--- config.mk ---
export PLATFORM = sky130hd
export DESIGN_NAME = baro_sensor_compensation_core
export DESIGN_NICKNAME = d
export VERILOG_FILES = /design/src/bsc_pkg.sv /design/src/baro_sensor_compensation_core.sv /design/src/bsc_div.sv
export SDC_FILE = /design/constraint.sdc
export NUM_CORES = 2
export LEC_CHECK = 0
export ABC_AREA = 1
export BUFFER_PORTS_ARGS = -buffer_cell sky130_fd_sc_hd__buf_2
export CAP_MARGIN = 20
export CELL_PAD_IN_SITES_DETAIL_PLACEMENT = 0
export CELL_PAD_IN_SITES_GLOBAL_PLACEMENT = 1
export CORE_ASPECT_RATIO = 0.9
export CORE_UTILIZATION = 52
export DETAILED_ROUTE_END_ITERATION = 7
export PLACE_DENSITY = 0.91
export SYNTH_ARGS = -nofsm -noshare
export SYNTH_HDL_FRONTEND = slang
export SYNTH_HIERARCHICAL = 1
export SYNTH_SLANG_ARGS = --single-unit
--- constraint.sdc ---
create_clock -name clk -period 26.8 [get_ports clk]
set_input_delay 4.02 -clock clk [delete_from_list [all_inputs] [get_ports clk]]
set_output_delay 4.02 -clock clk [all_outputs]
set_load 0.01 [all_outputs]
--- src/bsc_pkg.sv ---
// Package with the word types, register indexes and small helpers of the compensation core.
package bsc_pkg;

	// Input word: reading kind and raw sensor bits.
	typedef struct packed {
		logic        cmd;
		logic [23:0] raw_sample;
	} in_t;

	// Output word: result kind, compensated value and divide fault.
	typedef struct packed {
		logic               result_kind;
		logic signed [31:0] result_value;
		logic               divide_fault;
	} out_t;

	// Configuration register indexes.
	localparam logic [1:0] REG_CALIB_A = 2'd0;
	localparam logic [1:0] REG_CALIB_B = 2'd1;
	localparam logic [1:0] REG_CALIB_C = 2'd2;
	localparam logic [1:0] REG_OSS     = 2'd3;

	// Reading kinds.
	localparam logic CMD_TEMP  = 1'b0;
	localparam logic CMD_PRESS = 1'b1;

	localparam logic [31:0] B6_OFFSET  = 32'd4000;
	localparam logic [31:0] B4_OFFSET  = 32'd32768;
	localparam logic [31:0] P_COEF_A   = 32'd3038;
	localparam logic [31:0] P_COEF_B   = 32'hFFFF_E343; // -7357
	localparam logic [31:0] P_COEF_C   = 32'd3791;
	localparam logic [1:0]  OSS_RESET  = 2'd3;

	// Sign-extend a 16-bit coefficient to 32 bits.
	function automatic logic [31:0] sx16(input logic [15:0] v);
		return {{16{v[15]}}, v};
	endfunction

	// Arithmetic right shift of a 32-bit word.
	function automatic logic [31:0] asr(input logic [31:0] v, input logic [4:0] s);
		return 32'($signed(v) >>> s);
	endfunction

	// Pressure scaling constant 50000 >> oss.
	function automatic logic [31:0] scale_of(input logic [1:0] oss);
		logic [31:0] r;
		case (oss)
			2'd0: r = 32'd50000;
			2'd1: r = 32'd25000;
			2'd2: r = 32'd12500;
			default: r = 32'd6250;
		endcase
		return r;
	endfunction

endpackage

--- src/baro_sensor_compensation_core.sv ---
// Top level of the barometric sensor compensation core: sequencer, shared multiplier, divider.
// Each word in gives one word out. A reading is worked through from acceptance to the
// result by one shared 32x32 multiplier stepped by the sequencer plus the bit-serial
// divider; in_ready is low while a reading is in work. A finished result sits in the
// output register, and the next reading is taken while it waits. Temperature readings
// update the stored b5 that later pressure readings use (zero after reset). A zero
// divisor gives value 0 with divide_fault set. Configuration writes are always taken
// (cfg_ready is high) and must only be issued while the core is idle.
module baro_sensor_compensation_core (
	input  logic            clk,
	input  logic            arst_n,
	input  logic            in_valid,
	output logic            in_ready,
	input  bsc_pkg::in_t    in_data,
	output logic            out_valid,
	input  logic            out_ready,
	output bsc_pkg::out_t   out_data,
	input  logic            cfg_valid,
	output logic            cfg_ready,
	input  logic [1:0]      cfg_index,
	input  logic [63:0]     cfg_data
);

	localparam logic [4:0] S_IDLE = 5'd0;
	localparam logic [4:0] S_T0   = 5'd1;
	localparam logic [4:0] S_T1   = 5'd2;
	localparam logic [4:0] S_TDIV = 5'd3;
	localparam logic [4:0] S_TF   = 5'd4;
	localparam logic [4:0] S_TR   = 5'd5;
	localparam logic [4:0] S_P0   = 5'd6;
	localparam logic [4:0] S_P1   = 5'd7;
	localparam logic [4:0] S_P2   = 5'd8;
	localparam logic [4:0] S_P3   = 5'd9;
	localparam logic [4:0] S_P4   = 5'd10;
	localparam logic [4:0] S_P5   = 5'd11;
	localparam logic [4:0] S_P6   = 5'd12;
	localparam logic [4:0] S_P7   = 5'd13;
	localparam logic [4:0] S_PDIV = 5'd14;
	localparam logic [4:0] S_P8   = 5'd15;
	localparam logic [4:0] S_P9   = 5'd16;
	localparam logic [4:0] S_P10  = 5'd17;
	localparam logic [4:0] S_P11  = 5'd18;
	localparam logic [4:0] S_OUT  = 5'd19;

	logic [4:0]  state_q;
	logic [63:0] calib_a_q;
	logic [63:0] calib_b_q;
	logic [31:0] calib_c_q;
	logic [1:0]  oss_q;
	logic [31:0] last_b5_q;
	logic        cmd_q;
	logic [23:0] raw_q;
	logic [31:0] prod_q;
	logic [31:0] acc_q;
	logic [31:0] sq_q;
	logic [31:0] b6_q;
	logic [31:0] b3_q;
	logic [31:0] b4_q;
	logic [31:0] pv_q;
	logic        neg_q;
	logic        shl_q;
	logic [31:0] res_q;
	logic        fault_q;
	logic        out_valid_q;
	bsc_pkg::out_t out_q;

	logic [31:0] mul_a;
	logic [31:0] mul_b;
	logic        div_start;
	logic [31:0] div_dividend;
	logic [31:0] div_divisor;
	logic        div_done;
	logic [31:0] div_quo;

	// Coefficients unpacked from the calibration words.
	logic [31:0] ac1, ac2, ac3, ac4, ac5, ac6, b1, b2, mc, md;
	always_comb begin
		ac1 = bsc_pkg::sx16(calib_a_q[15:0]);
		ac2 = bsc_pkg::sx16(calib_a_q[31:16]);
		ac3 = bsc_pkg::sx16(calib_a_q[47:32]);
		ac4 = {16'd0, calib_a_q[63:48]};
		ac5 = {16'd0, calib_b_q[15:0]};
		ac6 = {16'd0, calib_b_q[31:16]};
		b1  = bsc_pkg::sx16(calib_b_q[47:32]);
		b2  = bsc_pkg::sx16(calib_b_q[63:48]);
		mc  = bsc_pkg::sx16(calib_c_q[15:0]);
		md  = bsc_pkg::sx16(calib_c_q[31:16]);
	end

	// Intermediate values formed from the product register and other datapath registers.
	logic [31:0] t_x1, t_den, t_den_abs, t_mc_abs, t_x2;
	logic [31:0] p_b6, p_sq, p_x3, p_b3, p_x3b, p_up, p_b7, p_x1s;
	always_comb begin
		t_x1      = bsc_pkg::asr(prod_q, 5'd15);
		t_den     = t_x1 + md;
		t_den_abs = t_den[31] ? (32'd0 - t_den) : t_den;
		t_mc_abs  = (mc[31] ? (32'd0 - mc) : mc) << 11;
		t_x2      = neg_q ? (32'd0 - div_quo) : div_quo;
		p_b6      = last_b5_q - bsc_pkg::B6_OFFSET;
		p_sq      = bsc_pkg::asr(prod_q, 5'd12);
		p_x3      = acc_q + bsc_pkg::asr(prod_q, 5'd11);
		p_b3      = bsc_pkg::asr((((ac1 << 2) + p_x3) << oss_q) + 32'd2, 5'd2);
		p_x3b     = bsc_pkg::asr(acc_q + bsc_pkg::asr(prod_q, 5'd16) + 32'd2, 5'd2);
		p_up      = {8'd0, raw_q} >> (4'd8 - {2'd0, oss_q});
		p_b7      = prod_q;
		p_x1s     = bsc_pkg::asr(pv_q, 5'd8);
	end

	// Operand selection for the shared multiplier.
	always_comb begin
		mul_a = '0;
		mul_b = '0;
		unique case (state_q)
			S_T0: begin
				mul_a = {16'd0, raw_q[15:0]} - ac6;
				mul_b = ac5;
			end
			S_P0: begin
				mul_a = p_b6;
				mul_b = p_b6;
			end
			S_P1: begin
				mul_a = b2;
				mul_b = p_sq;
			end
			S_P2: begin
				mul_a = ac2;
				mul_b = b6_q;
			end
			S_P3: begin
				mul_a = ac3;
				mul_b = b6_q;
			end
			S_P4: begin
				mul_a = b1;
				mul_b = sq_q;
			end
			S_P5: begin
				mul_a = ac4;
				mul_b = p_x3b + bsc_pkg::B4_OFFSET;
			end
			S_P6: begin
				mul_a = p_up - b3_q;
				mul_b = bsc_pkg::scale_of(oss_q);
			end
			S_P8: begin
				mul_a = p_x1s;
				mul_b = p_x1s;
			end
			S_P9: begin
				mul_a = prod_q;
				mul_b = bsc_pkg::P_COEF_A;
			end
			S_P10: begin
				mul_a = pv_q;
				mul_b = bsc_pkg::P_COEF_B;
			end
			default: begin
				mul_a = '0;
				mul_b = '0;
			end
		endcase
	end

	// Shared multiplier, low 32 bits registered.
	always_ff @(posedge clk) begin
		prod_q <= 32'(mul_a * mul_b);
	end

	// Divider requests from the temperature and pressure paths.
	always_comb begin
		div_start    = 1'b0;
		div_dividend = t_mc_abs;
		div_divisor  = t_den_abs;
		if (state_q == S_T1) begin
			div_start = (t_den != 32'd0);
		end else if (state_q == S_P7) begin
			div_start    = (b4_q != 32'd0);
			div_dividend = p_b7[31] ? p_b7 : (p_b7 << 1);
			div_divisor  = b4_q;
		end
	end

	bsc_div u_div (
		.clk      (clk),
		.arst_n   (arst_n),
		.start    (div_start),
		.dividend (div_dividend),
		.divisor  (div_divisor),
		.done     (div_done),
		.quotient (div_quo)
	);

	// Configuration registers.
	always_ff @(posedge clk or negedge arst_n) begin
		if (!arst_n) begin
			calib_a_q <= '0;
			calib_b_q <= '0;
			calib_c_q <= '0;
			oss_q     <= bsc_pkg::OSS_RESET;
		end else if (cfg_valid) begin
			unique case (cfg_index)
				bsc_pkg::REG_CALIB_A: calib_a_q <= cfg_data;
				bsc_pkg::REG_CALIB_B: calib_b_q <= cfg_data;
				bsc_pkg::REG_CALIB_C: calib_c_q <= cfg_data[31:0];
				bsc_pkg::REG_OSS:     oss_q     <= cfg_data[1:0];
				default: ;
			endcase
		end
	end

	// Sequencer with the control state and the kept b5.
	always_ff @(posedge clk or negedge arst_n) begin
		if (!arst_n) begin
			state_q     <= S_IDLE;
			last_b5_q   <= '0;
			out_valid_q <= 1'b0;
		end else begin
			// The result flag is set when a result is loaded and cleared when it is taken.
			if (state_q == S_OUT && (!out_valid_q || out_ready)) begin
				out_valid_q <= 1'b1;
			end else if (out_valid_q && out_ready) begin
				out_valid_q <= 1'b0;
			end
			unique case (state_q)
				S_IDLE: begin
					if (in_valid) begin
						state_q <= (in_data.cmd == bsc_pkg::CMD_PRESS) ? S_P0 : S_T0;
					end
				end
				S_T0: state_q <= S_T1;
				S_T1: begin
					if (t_den == 32'd0) begin
						last_b5_q <= t_x1;
						state_q   <= S_OUT;
					end else begin
						state_q <= S_TDIV;
					end
				end
				S_TDIV: begin
					if (div_done) begin
						state_q <= S_TF;
					end
				end
				S_TF: begin
					last_b5_q <= acc_q + t_x2;
					state_q   <= S_TR;
				end
				S_TR: state_q <= S_OUT;
				S_P0: state_q <= S_P1;
				S_P1: state_q <= S_P2;
				S_P2: state_q <= S_P3;
				S_P3: state_q <= S_P4;
				S_P4: state_q <= S_P5;
				S_P5: state_q <= S_P6;
				S_P6: state_q <= S_P7;
				S_P7: state_q <= (b4_q == 32'd0) ? S_OUT : S_PDIV;
				S_PDIV: begin
					if (div_done) begin
						state_q <= S_P8;
					end
				end
				S_P8:  state_q <= S_P9;
				S_P9:  state_q <= S_P10;
				S_P10: state_q <= S_P11;
				S_P11: state_q <= S_OUT;
				S_OUT: begin
					if (!out_valid_q || out_ready) begin
						state_q <= S_IDLE;
					end
				end
				default: state_q <= S_IDLE;
			endcase
		end
	end

	// Datapath registers stepped by the sequencer.
	always_ff @(posedge clk) begin
		unique case (state_q)
			S_IDLE: begin
				cmd_q   <= in_data.cmd;
				raw_q   <= in_data.raw_sample;
				fault_q <= 1'b0;
				res_q   <= '0;
			end
			S_T1: begin
				acc_q <= t_x1;
				neg_q <= mc[31] ^ t_den[31];
				if (t_den == 32'd0) begin
					fault_q <= 1'b1;
					res_q   <= '0;
				end
			end
			S_TR: res_q <= bsc_pkg::asr(last_b5_q + 32'd8, 5'd4);
			S_P0: b6_q <= p_b6;
			S_P1: sq_q <= p_sq;
			S_P2: acc_q <= bsc_pkg::asr(prod_q, 5'd11);
			S_P3: b3_q <= p_b3;
			S_P4: acc_q <= bsc_pkg::asr(prod_q, 5'd13);
			S_P6: b4_q <= prod_q >> 15;
			S_P7: begin
				shl_q <= p_b7[31];
				if (b4_q == 32'd0) begin
					fault_q <= 1'b1;
					res_q   <= '0;
				end
			end
			S_PDIV: begin
				if (div_done) begin
					pv_q <= shl_q ? (div_quo << 1) : div_quo;
				end
			end
			S_P10: acc_q <= bsc_pkg::asr(prod_q, 5'd16);
			S_P11: begin
				res_q <= pv_q + bsc_pkg::asr(acc_q + bsc_pkg::asr(prod_q, 5'd16)
					+ bsc_pkg::P_COEF_C, 5'd4);
			end
			default: ;
		endcase
	end

	// Output register, loaded when the slot is free.
	always_ff @(posedge clk) begin
		if (state_q == S_OUT && (!out_valid_q || out_ready)) begin
			out_q.result_kind  <= cmd_q;
			out_q.result_value <= $signed(res_q);
			out_q.divide_fault <= fault_q;
		end
	end

	assign in_ready  = (state_q == S_IDLE);
	assign out_valid = out_valid_q;
	assign out_data  = out_q;
	assign cfg_ready = 1'b1;

endmodule

--- src/bsc_div.sv ---
// Radix-2 restoring divider for 32-bit unsigned operands, one quotient bit per cycle.
module bsc_div (
	input  logic        clk,
	input  logic        arst_n,
	input  logic        start,
	input  logic [31:0] dividend,
	input  logic [31:0] divisor,
	output logic        done,
	output logic [31:0] quotient
);

	logic [32:0] rem_q;
	logic [31:0] quo_q;
	logic [31:0] dsr_q;
	logic [4:0]  cnt_q;
	logic        busy_q;
	logic        done_q;
	logic [32:0] rem_sh;
	logic [32:0] rem_sub;

	// Shift in the next dividend bit and trial-subtract the divisor.
	always_comb begin
		rem_sh  = {rem_q[31:0], quo_q[31]};
		rem_sub = rem_sh - {1'b0, dsr_q};
	end

	// Control: count 32 steps, pulse done after the last.
	always_ff @(posedge clk or negedge arst_n) begin
		if (!arst_n) begin
			busy_q <= 1'b0;
			done_q <= 1'b0;
			cnt_q  <= '0;
		end else begin
			done_q <= 1'b0;
			if (start) begin
				busy_q <= 1'b1;
				cnt_q  <= '0;
			end else if (busy_q) begin
				cnt_q <= cnt_q + 5'd1;
				if (cnt_q == 5'd31) begin
					busy_q <= 1'b0;
					done_q <= 1'b1;
				end
			end
		end
	end

	// Datapath: partial remainder and quotient shift register.
	always_ff @(posedge clk) begin
		if (start) begin
			rem_q <= '0;
			quo_q <= dividend;
			dsr_q <= divisor;
		end else if (busy_q) begin
			if (!rem_sub[32]) begin
				rem_q <= rem_sub;
				quo_q <= {quo_q[30:0], 1'b1};
			end else begin
				rem_q <= rem_sh;
				quo_q <= {quo_q[30:0], 1'b0};
			end
		end
	end

	assign done     = done_q;
	assign quotient = quo_q;

endmodule

After elaboration in Yosys (flattened, before gate mapping)
Index checks and enable logic that the tools add are counted.
{"block": "totals", "register_bits": 592, "mem_bits_rw": 0, "mem_count": 0, "mem_bits_ro": 0, "latchBits": 0}
{"block": "classes", "n_div": 0, "n_mux": 45, "magnitude_cmp": 0, "mul": 1, "reduce_logical": 28, "shifts": 2, "n_addsub": 20, "n_eq_ne": 31, "bitwise_logic": 1}
{"cell": "2-to-1 mux 32 bit", "count": 14}
{"cell": "one-hot mux 32 bit (11 select lines)", "count": 1}
{"cell": "one-hot mux 32 bit (10 select lines)", "count": 1}
{"cell": "adder 32 bit", "count": 5}
{"cell": "one-hot mux 32 bit (5 select lines)", "count": 1}
{"cell": "one-hot mux 32 bit (4 select lines)", "count": 1}
{"cell": "one-hot mux 5 bit (19 select lines)", "count": 1}
{"cell": "adder 32 x 2 -> 32 bit (second input constant)", "count": 2}
{"cell": "logical NOT 32 bit", "count": 2}
{"cell": "one-hot mux 32 bit (2 select lines)", "count": 1}
{"cell": "nonzero test 32 bit", "count": 2}
{"cell": "one-hot mux 16 bit (3 select lines)", "count": 1}
{"cell": "equality test 5 x 4 -> 1 bit (second input constant)", "count": 8}
{"cell": "2-to-1 mux 5 bit", "count": 8}
{"cell": "subtractor 33 x 32 -> 33 bit", "count": 1}
{"cell": "adder 32 x 12 -> 32 bit (second input constant)", "count": 1}
{"cell": "adder 32 x 4 -> 32 bit (second input constant)", "count": 1}
{"cell": "multiplier 32 x 32 -> 32 bit", "count": 1}
{"cell": "<< shifter 32 x 2 -> 32 bit", "count": 1}
{"cell": ">> shifter 24 x 4 -> 32 bit", "count": 1}
{"cell": "subtractor 1 x 32 -> 32 bit (first input constant)", "count": 1}
{"cell": "subtractor 32 x 12 -> 32 bit (second input constant)", "count": 1}
{"cell": "subtractor 32 bit", "count": 1}
{"cell": "adder 30 x 17 -> 31 bit (second input constant)", "count": 1}
{"cell": "other kinds (32)", "count": 70}

Depth between registers and ports, before layout
{"block": "logic_depth", "depth_word": 5, "depth_mapped": 61, "depth_no_buf": 54}

Cells and area by module
Netlist, hierarchy kept.
{"mod": "baro_sensor_compensation_core", "area_each_um2": 49832.8, "cells_per_inst": 6586, "instances": 1}
{"mod": "bsc_div", "area_each_um2": 6901.6, "cells_per_inst": 1029, "instances": 1}

Worst setup path after synthesis
No wires, ideal clock.
{"block": "synth_path", "kind": "register to register", "start": "reg oss_q[0]", "end": "reg prod_q[31] (netlist: p_b7[31])", "arrival_time_ns": 10.718, "setup_time_ns": 0.113, "stages_incl_launch_ff": 55, "n_path_buf": 7, "synth_period_minus_slack_ns": 10.831, "path_slack_ns": 15.969, "path_cell_list": "dfstp_2 inv_1 clkbuf_1 clkbuf_1 clkbuf_1 buf_1 ha_1 clkbuf_1 inv_1 clkbuf_1 o21ai_0 ha_1 nand3_1 nand2_1 a21boi_0 nor2_1 or2_2 nand2_1 [19 not listed] ha_1 a21oi_1 o21ai_0 a21oi_1 o21ai_0 nand3_1 nand2_1 nand3_1 nand2_1 nand2_1 nand2_1 nand2_1 nand2_1 nand3b_1 nand2_1 inv_1 nand3_1 nand2_1"}
{"block": "synth_between", "elab_chain_cells": 5}
{"element": "start: declaration", "line": "baro_sensor_compensation_core.sv:49", "text": "logic [1:0] oss_q;"}
{"element": "start signal: assignment", "line": "baro_sensor_compensation_core.sv:200", "text": "oss_q <= bsc_pkg::OSS_RESET;"}
{"element": "start signal: assignment", "line": "baro_sensor_compensation_core.sv:206", "text": "bsc_pkg::REG_OSS: oss_q <= cfg_data[1:0];"}
{"element": "subtractor 4 x 2 -> 4 bit", "line": "baro_sensor_compensation_core.sv:104", "text": "p_up = {8'd0, raw_q} >> (4'd8 - {2'd0, oss_q});"}
{"element": ">> shifter 24 x 4 -> 32 bit", "line": "baro_sensor_compensation_core.sv:104"}
{"element": "subtractor 32 bit", "line": "baro_sensor_compensation_core.sv:143", "text": "mul_a = p_up - b3_q;"}
{"element": "one-hot mux 32 bit (11 select lines)", "line": "baro_sensor_compensation_core.sv:113", "text": "unique case (state_q)"}
{"element": "multiplier 32 x 32 -> 32 bit *", "line": "baro_sensor_compensation_core.sv:167", "text": "prod_q <= 32'(mul_a * mul_b);"}
{"element": "end signal: assignment", "line": "baro_sensor_compensation_core.sv:167"}
{"element": "end: declaration", "line": "baro_sensor_compensation_core.sv:53", "text": "logic [31:0] prod_q;"}
Mark *: on every way between the ends. The rest lies on a longest branch, timed or not.
A chain may end at the register's enable or synchronous reset.

Worst setup path after layout
{"block": "layout_path", "start": "reg oss_q[1]", "end": "reg prod_q[30] (netlist: p_b7[30])"}
The elaborated chain is that of the path after synthesis.

==> results.yml <==
min_path:
  hp-class: "flip-flop to flip-flop"
logic_synthesis:
  ys_warn_count: 6
  syn_inst: 7615
  synthTopCellsByArea: "edfxtp_1, fa_1, nand2_1"
  yosysTopAreaCellShare_pct: 16.4
  ys_seq_area_share_pct: 27.8
  synth_flop_cell: "edfxtp_1"
  yosys.area.top_type: "edfxtp_1"
  synthDistinctLibCells: 67
  synth_edf_count: 310
  async_reset_ff_share_pct: 35.6
  syn_avg_cell_area_um2: 7.45
  syn-cell-area_um2: 56700
  ys_ff_latch: 581
sta:
  fin_crit_ns: 13.34
  hold_viol: 0
  skew_ns: 0.0370
  setup_tns_ns: 0
  rsz0062_at_grt: "false"
  fin_crit_sh_pct: 49.8
  setup_viol: 0
  slew_headroom_pct: 17.6
  max_freq_mhz: 74.9
  slew_violations: 0
  tightest_slew_ns: 1.23
critical_path:
  crit_type: "flip-flop to flip-flop"
  slowest_delay_ns: 0.88
  crit_required_ns: 27.35
  startpoint_type: "flip-flop"
  arrival_ns: 13.89
  cp_slowest_cell: "ha_1"
  worstPathMaxFanout: 33
  worst_setup_path_end_kind: "flip-flop"
global_routing:
  grt_pass1_vias: 49244
  grt-ovfl-total: 0
  grt_pass1_wl_um: 317000
  grt_max_degree: 129
  grt.total_usage_pct: 39.3
  antenna_found_initial: 14
layout:
  multi_input_area_um2: 35000
  finalNetCount: 8582
  final_cell_mix: "nand2_1, inv_1, o21ai_0"
  fill_cells: 10310
  final_common_cell: "nand2_1"
  drive_gt1_share_pct: 6.56
  syn2layout_area_growth_pct: 8.95
  register_area_um2: 15800
cts:
  cts_resized: 0
  cts_tree: "yes"
  postCtsSetupBuffers: 0
  clk_latency_ns: 0.69
  clk_pin_slew_worst_paths_ns: 0.06
  cts_buffers: 69
  cts_hold_buffers: 0
  cts.sinks: 581
  cts_buffer_depth: 3
  h-tree-depth: 3
  cts_root_buf: "clkbuf_16"
floorplanning:
  die_w_um: 350
  row_count: 114
  io_pins: 133
  coreArea_um2: 108000
  start_util_pct: 52.6
  die_y_um: 315
  die_area_um2: 110000
place:
  place.gp.congestion: 1.04
  numPortBuffers: 131
  hpwlAfterDp_um: 171000
detailed_routing:
  via_per_inst: 5.68
  num_vias: 52401
  wl_per_cell_um: 23.6
  totalWireLength_um: 218000
  drc: 4
  drt_pass1_iterations: 8
  drt_iter0_drc: 5908
  detail-route-antenna-nets: 0
run:
  cap_violations: 0
outcome:
  status: "finished, violations left"
  violations: "design-rule violations"
==> cells in the mapped netlist (all sizes together), types with 5 or more instances <==
master / count
nand2: 2203
inv: 1391
o21ai: 562
nor2: 532
fa: 435
ha: 337
a21oi: 319
edfxtp: 310
nand3: 296
dfrtp: 205
clkbuf: 177
xor2: 160
nor3: 93
nand4: 66
dfxtp: 64
xnor2: 61
buf: 46
a31oi: 29
o22ai: 29
or2: 29
a221oi: 26
nor4: 26
nand3b: 19
a211oi: 18
o21bai: 18
o21a: 15
a22o: 14
a21boi: 13
a21o: 13
clkinv: 13
o211ai: 13
a2111oi: 11
and2: 10
o2111ai: 10
o31ai: 9
mux2i: 8
nor3b: 6
and3: 5
o221ai: 5
o32ai: 5
==> critical path: cells and delay by family (launching register included) <==
family / cells / cell delay (ns)
XOR/XNOR: 1 / 0.17
adder cells (fa/ha/maj): 12 / 5.61
AO/OA/AOI/OAI: 12 / 2.77
buffers and inverters: 10 / 2.36
flip-flops: 1 / 0.87
AND/OR/NAND/NOR: 9 / 1.42
==> area by class of cell <==
| cell class | count | share of cell area, % |
|---|---|---|
| antenna | 6 | 0.0243 |
| clock buffer | 91 | 3.24 |
| clock inverter | 36 | 0.800 |
| inverter | 1404 | 8.53 |
| multi-input combinational | 5424 | 56.6 |
| sequential | 581 | 25.5 |
| tap | 1450 | 2.94 |
| timing repair buffer | 234 | 2.36 |
==> worst paths after layout <==
check	cells after the start	slack [ns]	to	start
min in group asynchronous	1	3.31	calib_b_q[13]$_DFFE_PN0P_	arst_n
max	44	13.46	p_b7[30]$_DFF_P_	oss_q[1]$_DFFE_PN1P_
max in group asynchronous	2	21.91	last_b5_q[21]$_DFFE_PN0P_	arst_n
min reg2reg	0	0.42	out_data[3]$_DFFE_PP_	res_q[2]$_DFFE_PP_
max reg2reg	44	13.46	p_b7[30]$_DFF_P_	oss_q[1]$_DFFE_PN1P_
min	0	0.42	out_data[3]$_DFFE_PP_	res_q[2]$_DFFE_PP_
==> through the flow <==
step           area [um^2]  setup slack, ns  hold WS [ns]  utilization (%)  cells
2_1_floorplan        56800            15.97         0.400                -   7632
3_3_place_gp         59300            13.93         0.400             54.9   9090
3_5_place_dp         59300            13.67         0.405             55.0   9091
4_1_cts              61800            13.61         0.410             57.3   9218
5_1_grt              61800            12.72         0.421             57.3   9221
6_report             61800            13.46         0.418             57.3   9226
==> cell families (layout without fill, tap and decap cells) <==
family,count (synthesis),after routing,synth area share [%]
other cells,2,25,0.0132
simple gates,3285,3285,23.9
mux,8,8,0.141
xor+xnor,221,221,3.42
compound gates,1119,1119,11.0
flops,581,581,27.8
buf+inv,1627,1765,10.9
fa+ha+maj,772,772,22.8
==> layer usage <==
layer	up-vias	wire length [um]	track usage, %
met5	-	62	0
met4	8	11200	17.8
met3	470	23600	8.93
met2	2609	92100	58.3
met1	25074	90800	54.6
li1	24240	-	-
Power is not shown: default switching activity piles up to over one toggle a cycle in this logic, so the estimate is an artifact.
